### src/pps_pkg.sv
// Package for the periodic peer update scheduler: sizes, codes and word types.
`default_nettype none
package pps_pkg;

  localparam int MAX_PEERS = 16;
  localparam int MAX_BURST = 64;
  localparam int IDX_W     = (MAX_PEERS > 1) ? $clog2(MAX_PEERS) : 1;
  localparam int BURST_W   = 7;

  localparam logic [31:0] SIGN32 = 32'h8000_0000;

  typedef enum logic [1:0] {
    REQ_ADD  = 2'd0,
    REQ_RM   = 2'd1,
    REQ_IVAL = 2'd2,
    REQ_TICK = 2'd3
  } req_code_t;

  localparam logic [2:0] ST_OK       = 3'd0;
  localparam logic [2:0] ST_DUP      = 3'd1;
  localparam logic [2:0] ST_NOTFOUND = 3'd2;
  localparam logic [2:0] ST_FULL     = 3'd3;
  localparam logic [2:0] ST_NOPEERS  = 3'd4;

  localparam logic [1:0] CFG_DEF_IVAL = 2'd0;
  localparam logic [1:0] CFG_BURST    = 2'd1;
  localparam logic [1:0] CFG_IDLE     = 2'd2;

  typedef struct packed {
    logic [1:0]  req_type;
    logic [15:0] peer_id;
    logic [15:0] ival_ms;
    logic [15:0] elapsed_ms;
  } req_t;

  typedef struct packed {
    logic        peer_valid;
    logic [15:0] due_peer;
    logic        last;
    logic [15:0] wait_ms;
    logic [2:0]  status;
  } res_t;

  // Record that walks down the chain of slots, one slot per cycle.
  typedef struct packed {
    logic             vld;
    logic             hit;
    logic [IDX_W-1:0] hit_idx;
    logic             free;
    logic [IDX_W-1:0] free_idx;
    logic             best;
    logic [31:0]      best_key;
    logic [15:0]      best_peer;
    logic [15:0]      best_ival;
    logic [IDX_W-1:0] best_idx;
  } scan_t;

  // Slot update broadcast to all cells.
  typedef struct packed {
    logic             add;
    logic             rm;
    logic             ival_en;
    logic             due_en;
    logic [IDX_W-1:0] idx;
    logic [15:0]      peer;
    logic [15:0]      ival;
    logic [31:0]      due;
  } wr_t;

endpackage
`default_nettype wire

### src/periodic_peer_update_scheduler.sv
// Top level of the periodic peer update scheduler: control, clock and slot chain.
`default_nettype none
//
//  channel   ports                                   handshake
//  --------  --------------------------------------  --------------------------
//  request   start, busy, req                        word taken when start & !busy
//  result    done, res                               word valid for one cycle
//  config    cfg_valid, cfg_ready, cfg_index, cfg_data  taken when valid & ready
//
//  Every request sweeps the slot chain, one slot per cycle. Add, remove and set
//  interval take two sweeps; a tick takes one sweep per emitted peer plus one.
//  Synchronous reset clears all slots at once; no clearing pass is needed.
//  The receiver cannot stall: results leave on done, one per sweep at most.
//  Configuration is always ready.
module periodic_peer_update_scheduler (
  input  wire logic          clk,
  input  wire logic          rst,
  input  wire logic          start,
  output logic               busy,
  input  wire pps_pkg::req_t req,
  output logic               done,
  output pps_pkg::res_t      res,
  input  wire logic          cfg_valid,
  output logic               cfg_ready,
  input  wire logic [1:0]    cfg_index,
  input  wire logic [15:0]   cfg_data
);
  import pps_pkg::*;

  typedef enum logic [3:0] {
    S_IDLE  = 4'b0001,
    S_FIND  = 4'b0010,
    S_FINAL = 4'b0100,
    S_TICK  = 4'b1000
  } state_t;

  state_t        state, state_next;
  logic          launch, launch_next;
  logic [1:0]    op;
  logic [15:0]   id;
  logic [15:0]   ival;
  logic [31:0]   clock_ms;
  logic [2:0]    status, status_next;
  logic [BURST_W-1:0] n_emit, n_emit_next;
  logic          pend, pend_next;
  logic [15:0]   pend_peer, pend_peer_next;
  logic [15:0]   def_ival;
  logic [BURST_W-1:0] burst;
  logic [15:0]   idle_wait;
  logic [BURST_W-1:0] lim;

  scan_t         recs [MAX_PEERS+1];
  scan_t         fin;
  wr_t           wr;
  logic          done_next;
  res_t          res_next;
  logic [31:0]   late;
  logic [31:0]   rem;
  logic [15:0]   wait_val;
  logic          due_now;

  assign cfg_ready = 1'b1;
  assign busy      = (state != S_IDLE);

  always_ff @(posedge clk) begin
    if (rst) begin
      def_ival  <= 16'd50;
      burst     <= BURST_W'(MAX_BURST);
      idle_wait <= 16'd1000;
    end else if (cfg_valid) begin
      unique case (cfg_index)
        CFG_DEF_IVAL: def_ival  <= cfg_data;
        CFG_BURST:    burst     <= cfg_data[BURST_W-1:0];
        CFG_IDLE:     idle_wait <= cfg_data;
        default: ;
      endcase
    end
  end

  // Clamp the burst limit to 1..MAX_BURST.
  always_comb begin
    if (burst == '0) lim = BURST_W'(1);
    else if (burst > BURST_W'(MAX_BURST)) lim = BURST_W'(MAX_BURST);
    else lim = burst;
  end

  // Inject a fresh scan record at the head of the chain.
  always_comb begin
    recs[0]     = '0;
    recs[0].vld = launch;
  end

  genvar g;
  generate
    for (g = 0; g < MAX_PEERS; g++) begin : g_cell
      pps_cell u_cell (
        .clk     (clk),
        .rst     (rst),
        .my_idx  (IDX_W'(g)),
        .clock_ms(clock_ms),
        .id      (id),
        .wr      (wr),
        .rec_in  (recs[g]),
        .rec_out (recs[g+1])
      );
    end
  endgenerate

  assign fin = recs[MAX_PEERS];

  // Wait until the earliest due time, from the finished sweep.
  always_comb begin
    late    = fin.best_key ^ SIGN32;
    rem     = 32'd0 - late;
    due_now = fin.best && !late[31];
    if (!fin.best) wait_val = idle_wait;
    else if (!late[31]) wait_val = 16'd0;
    else if (rem > 32'h0000_FFFF) wait_val = 16'hFFFF;
    else wait_val = rem[15:0];
  end

  always_comb begin
    state_next     = state;
    launch_next    = 1'b0;
    status_next    = status;
    n_emit_next    = n_emit;
    pend_next      = pend;
    pend_peer_next = pend_peer;
    wr             = '0;
    done_next      = 1'b0;
    res_next       = '0;
    unique case (state)
      S_IDLE: begin
        if (start) begin
          launch_next = 1'b1;
          status_next = ST_OK;
          n_emit_next = '0;
          pend_next   = 1'b0;
          state_next  = (req.req_type == REQ_TICK) ? S_TICK : S_FIND;
        end
      end
      S_FIND: begin
        if (fin.vld) begin
          launch_next = 1'b1;
          state_next  = S_FINAL;
          unique case (op)
            REQ_ADD: begin
              if (fin.hit) status_next = ST_DUP;
              else if (!fin.free) status_next = ST_FULL;
              else begin
                wr.add  = 1'b1;
                wr.idx  = fin.free_idx;
                wr.peer = id;
                wr.ival = def_ival;
                wr.due  = clock_ms;
              end
            end
            REQ_RM: begin
              if (!fin.hit) status_next = ST_NOTFOUND;
              else begin
                wr.rm  = 1'b1;
                wr.idx = fin.hit_idx;
              end
            end
            default: begin
              if (!fin.hit) status_next = ST_NOTFOUND;
              else begin
                wr.ival_en = 1'b1;
                wr.idx     = fin.hit_idx;
                wr.ival    = ival;
              end
            end
          endcase
        end
      end
      S_FINAL: begin
        if (fin.vld) begin
          done_next        = 1'b1;
          res_next.last    = 1'b1;
          res_next.wait_ms = wait_val;
          res_next.status  = status;
          state_next       = S_IDLE;
        end
      end
      S_TICK: begin
        if (fin.vld) begin
          if (due_now && n_emit < lim) begin
            // Reschedule the winner and hold it until we know if it ends the burst.
            if (pend) begin
              done_next           = 1'b1;
              res_next.peer_valid = 1'b1;
              res_next.due_peer   = pend_peer;
            end
            wr.due_en      = 1'b1;
            wr.idx         = fin.best_idx;
            wr.due         = clock_ms + {16'd0, fin.best_ival};
            pend_next      = 1'b1;
            pend_peer_next = fin.best_peer;
            n_emit_next    = n_emit + BURST_W'(1);
            launch_next    = 1'b1;
          end else begin
            done_next           = 1'b1;
            res_next.peer_valid = pend;
            res_next.due_peer   = pend ? pend_peer : 16'd0;
            res_next.last       = 1'b1;
            res_next.wait_ms    = wait_val;
            res_next.status     = (!pend && !fin.best) ? ST_NOPEERS : ST_OK;
            state_next          = S_IDLE;
          end
        end
      end
      default: state_next = S_IDLE;
    endcase
  end

  always_ff @(posedge clk) begin
    if (rst) begin
      state    <= S_IDLE;
      launch   <= 1'b0;
      done     <= 1'b0;
      clock_ms <= 32'd0;
      pend     <= 1'b0;
      n_emit   <= '0;
    end else begin
      state  <= state_next;
      launch <= launch_next;
      done   <= done_next;
      pend   <= pend_next;
      n_emit <= n_emit_next;
      if (state == S_IDLE && start && req.req_type == REQ_TICK)
        clock_ms <= clock_ms + {16'd0, req.elapsed_ms};
    end
    res       <= res_next;
    status    <= status_next;
    pend_peer <= pend_peer_next;
    if (state == S_IDLE && start) begin
      op   <= req.req_type;
      id   <= req.peer_id;
      ival <= req.ival_ms;
    end
  end

  a_mid_busy: assert property (@(posedge clk) disable iff (rst)
    done && !res.last |-> busy) else $error("non-final word after request ended");
  a_last_idle: assert property (@(posedge clk) disable iff (rst)
    done && res.last |-> !busy) else $error("final word while still busy");
  a_start_busy: assert property (@(posedge clk) disable iff (rst)
    start && !busy |=> busy) else $error("accepted request did not go busy");
  a_empty_last: assert property (@(posedge clk) disable iff (rst)
    done && !res.peer_valid |-> res.last) else $error("empty word not final");

endmodule
`default_nettype wire

### src/pps_cell.sv
// One peer slot of the chain: holds the slot and folds it into the passing scan record.
`default_nettype none
module pps_cell (
  input  wire logic                  clk,
  input  wire logic                  rst,
  input  wire logic [pps_pkg::IDX_W-1:0] my_idx,
  input  wire logic [31:0]           clock_ms,
  input  wire logic [15:0]           id,
  input  wire pps_pkg::wr_t          wr,
  input  wire pps_pkg::scan_t        rec_in,
  output pps_pkg::scan_t             rec_out
);
  import pps_pkg::*;

  logic        used;
  logic [15:0] peer;
  logic [15:0] ival;
  logic [31:0] due;
  logic [31:0] key;
  scan_t       rec_next;

  always_ff @(posedge clk) begin
    if (rst) begin
      used <= 1'b0;
    end else if (wr.idx == my_idx) begin
      if (wr.add) used <= 1'b1;
      else if (wr.rm) used <= 1'b0;
    end
    if (wr.idx == my_idx) begin
      if (wr.add) begin
        peer <= wr.peer;
        ival <= wr.ival;
        due  <= wr.due;
      end
      if (wr.ival_en) ival <= wr.ival;
      if (wr.due_en) due <= wr.due;
    end
  end

  assign key = (clock_ms - due) ^ SIGN32;

  always_comb begin
    rec_next = rec_in;
    if (used && peer == id && !rec_in.hit) begin
      rec_next.hit     = 1'b1;
      rec_next.hit_idx = my_idx;
    end
    if (!used && !rec_in.free) begin
      rec_next.free     = 1'b1;
      rec_next.free_idx = my_idx;
    end
    if (used && (!rec_in.best || key > rec_in.best_key ||
                 (key == rec_in.best_key && peer < rec_in.best_peer))) begin
      rec_next.best      = 1'b1;
      rec_next.best_key  = key;
      rec_next.best_peer = peer;
      rec_next.best_ival = ival;
      rec_next.best_idx  = my_idx;
    end
  end

  // Hand the record to the next slot every cycle.
  always_ff @(posedge clk) begin
    if (rst) rec_out.vld <= 1'b0;
    else     rec_out.vld <= rec_next.vld;
    rec_out.hit       <= rec_next.hit;
    rec_out.hit_idx   <= rec_next.hit_idx;
    rec_out.free      <= rec_next.free;
    rec_out.free_idx  <= rec_next.free_idx;
    rec_out.best      <= rec_next.best;
    rec_out.best_key  <= rec_next.best_key;
    rec_out.best_peer <= rec_next.best_peer;
    rec_out.best_ival <= rec_next.best_ival;
    rec_out.best_idx  <= rec_next.best_idx;
  end

endmodule
`default_nettype wire

### config.mk
export PLATFORM = sky130hd
export DESIGN_NAME = periodic_peer_update_scheduler
export DESIGN_NICKNAME = d
export VERILOG_FILES = /design/src/pps_pkg.sv /design/src/periodic_peer_update_scheduler.sv /design/src/pps_cell.sv
export SDC_FILE = /design/constraint.sdc
export NUM_CORES = 2
export LEC_CHECK = 0
export ABC_AREA = 0
export ABC_CLOCK_PERIOD_IN_PS = 6100
export BUFFER_PORTS_ARGS = -buffer_cell sky130_fd_sc_hd__buf_2
export CORE_UTILIZATION = 50
export DETAILED_ROUTE_END_ITERATION = 10
export GPL_ROUTABILITY_DRIVEN = 0
export PLACE_DENSITY = 0.7
export SLEW_MARGIN = 5
export SYNTH_ARGS = -nofsm -noshare
export SYNTH_HDL_FRONTEND = slang
export SYNTH_HIERARCHICAL = 1
export SYNTH_SLANG_ARGS = --single-unit
### constraint.sdc
create_clock -name clk -period 6.1 [get_ports clk]
set_input_delay 0 -clock clk [delete_from_list [all_inputs] [get_ports clk]]
set_output_delay 0 -clock clk [all_outputs]
set_load 0.01 [all_outputs]
==> flow_summary.toml <==
[synth]
yosysMostFrequentCell = "dfxtp_1"
yosysTopAreaCellShare_pct = 24.5
syn_area_per_cell_um2 = 10.7
yosysUniqueCellTypes = 115
synth_seq_area_share_pct = 46.1
yosysTopAreaCell = "edfxtp_1"
ys_ff_latch = 2494
async_flop_share_pct = 0
ys_warn_count = 6
synth.cells.most_frequent = "1418 x dfxtp_1, 1402 x inv_1, 1288 x ha_1"
synth_ff_type = "dfxtp_1"
synthesis.area_um2 = 132000
synth.area.top_cells = "edfxtp_1 25%, dfxtp_1 22%, ha_1 12%, mux2_2 5.7%, inv_1 4.0%"
synth_edf_count = 1076
synthCells = 12300

[die]
fp-row-count = 188
dieHeight_um = 515
io_pins = 112
core_um2 = 262000
die-area_um2 = 265000
die_x_um = 515
initial_utilization_pct = 50.2

[worst_setup_path]
rr_endpoint = "g_cell[14].u_cell/rec_out[20]"
path_buf_inv = 1
r2r_slack_ps = 280
crit_path_end_kind = "register"
crit_chain = "ha_1 > nor2b_1 > o2111a_1 > o21ai_1 > o2111ai_1 > nand3_1 > a31oi_1 > or3_1 > and2_1 > ha_1 > nand4_1 > nor4_2 > o41ai_2 > a21oi_4 > buf_12 > mux2_1"
rr_worst_depth = 16
cp-start-kind = "register"
critPathTopFamily = "compound AO/OA/AOI/OAI gates"
crit_top_cell = "ha_1"
arrival_ps = 6610
r2r-start = "clock_ms[1]"
worst_path_max_delay_cell = "a21oi_4"
critPathMaxFanout = 34
required_ps = 6890
cpPeakStageDelay_ps = 950
criticalPathCategory = "reg -> reg"

[min_path]
hp-class = "in -> reg"
hold_end = "state[1]"
whs_path_depth = 5
hold_start = "req[49]"

[pwr]
powerDensity_nw_per_um2 = 246
leakagePower_nw = 66.5
vdd_drop_max_v = 0.000317

[sta]
finalClockSkew_ps = 111
max_clock_freq_ghz = 0.172
setup_violations = 0
drv_slew = 2
rsz0062_at_grt = "no"
fin_crit_ps = 5820
tightest_slew_ps = 1590
fin_ws_ps = 283
hold_viol = 0
finalCritPeriodShare_pct = 95.4
slew_headroom_pct = -7.17
hold_slack_ps = 64.9
tns_ps = 0

[global_route]
grt_pass1_vias = 92000
grt_max_degree = 67
grt_pass1_wl_mm = 566
antenna_found_initial = 29
grt.overflow.total = 0
track_usage_pct = 28.4

[cts]
cts.reportedPaths.clkPinSlew_ps = 60
tritoncts = "built"
clock_sinks = 2494
htreeDepth = 5
clock_path_buffers = 4
clk_latency_ps = 1000
clockRootBuffer = "clkbuf_16"
cts_buffers = 282

[drt]
drcViolationCount = 0
drt-pass1-iter-count = 8
ant_nets = 0
via_count = 96900
via_per_inst = 5.70
drtIter0Drc = 8804
wirelength_mm = 387
wl_per_cell_um = 22.8

[place]
portBuffers = 110
pre_cts_ws_ps = 138
place_inst = 16300
hpwl_mm = 287

[layout]
finalNonFillerCells = 17000
fin_nets = 14600
area_delta_synth_final_pct = 14.1
layout-drive-gt1-share_pct = 14.3

[outcome]
violations = "max-capacitance violations, max-slew violations"
status = "complete, but fails checks"

[run]
cap_viol_max_count = 1
## layout by cell type (no fill, tap or decap), drive strengths merged, types with 413 or more instances in the layout
master  count
nor2      417
ha       1288
nand2     844
o21ai     699
xnor2     512
inv      1411
mux2      877
buf       413
dfxtp    1418
edfxtp   1076
a21oi     777
## cell type report
cell class	instances	area, um2
clock buffer	399	8190
multi-input combinational	8522	66000
timing repair buffer	564	4820
fill	21900	112000
antenna	9	22.5
sequential	2494	60700
inverter	1402	5260
tap	3515	4400
clock inverter	90	832
## per-layer routing
layer	up-vias	GRT usage, %	part of all wire (%)
li1	45600	-	-
met1	46300	36.1	41
met2	3863	46.0	45
met3	1121	5.33	8.0
met4	10	14.7	5.9
met5	-	0	0.016
## logic make-up after synthesis
group	Yosys count	synth area share (%)
mux	898	8.02
buf+inv	1652	5.05
compound gates	2682	13.4
simple gates	2460	9.35
xor+xnor	826	5.54
other cells	2	0.00570
fa+ha+maj	1306	12.5
flops	2494	46.1
## worst max path at each step
stage / from / depth (start not counted) / end
2_1_floorplan: clock_ms[1] / 20 / g_cell[10].u_cell/rec_out[48]
3_3_place_gp: clock_ms[1] / 17 / g_cell[5].u_cell/rec_out[37]
3_5_place_dp: clock_ms[1] / 17 / g_cell[5].u_cell/rec_out[44]
4_1_cts: clock_ms[1] / 17 / g_cell[5].u_cell/rec_out[44]
5_1_grt: clock_ms[1] / 17 / g_cell[4].u_cell/rec_out[44]
6_report: clock_ms[1] / 16 / g_cell[14].u_cell/rec_out[20]
## where the power goes
group          switching (W)  internal [W]  total, W
sequential          0.000351        0.0178    0.0181
combinational        0.00119      0.000964   0.00215
clock                0.00679       0.00985    0.0166
total                0.00833        0.0286    0.0369
## repair_timing
item                                   in CTS  in global routing
endpoints found under the hold margin     165                  0
setup endpoints to repair                   0                 62
hold buffers                              151                  0
gates resized for setup                     0                  2
setup buffers                               0                  0
## stage by stage
step	total power (W)	cell area [um2]	util, %
finish	0.0369	150000	57.3
global route	0.0380	150000	57.3
CTS	0.0371	150000	57.3
detailed placement	0.0205	140000	53.3
global placement	0.0204	140000	53.3
floorplan	0.0197	133000	-
## state kept, by name (all words and copies together) (netlist names), 2 cells and up
name / flops
burst: 7
ival: 16
g_cell.u_cell/rec_out: 1280
g_cell.u_cell/ival: 256
g_cell.u_cell/peer: 256
g_cell.u_cell/due: 512
op: 2
g_cell.u_cell/used: 16
res: 37
state: 4
clock_ms: 32
idle_wait: 16
status: 2
id: 16
def_ival: 16
pend_peer: 16
n_emit: 7
## worst reg2reg max path, delay by kind of cell (launching register included)
family                     cells  cell delay [ps]
adders and majority gates      2              640
buffers and inverters          1              290
AOI/OAI and AO/OA              6             2150
DFF                            1              770
muxes                          1              370
and+or+nand+nor                6             1490
Power figures use the tool's default switching activity.
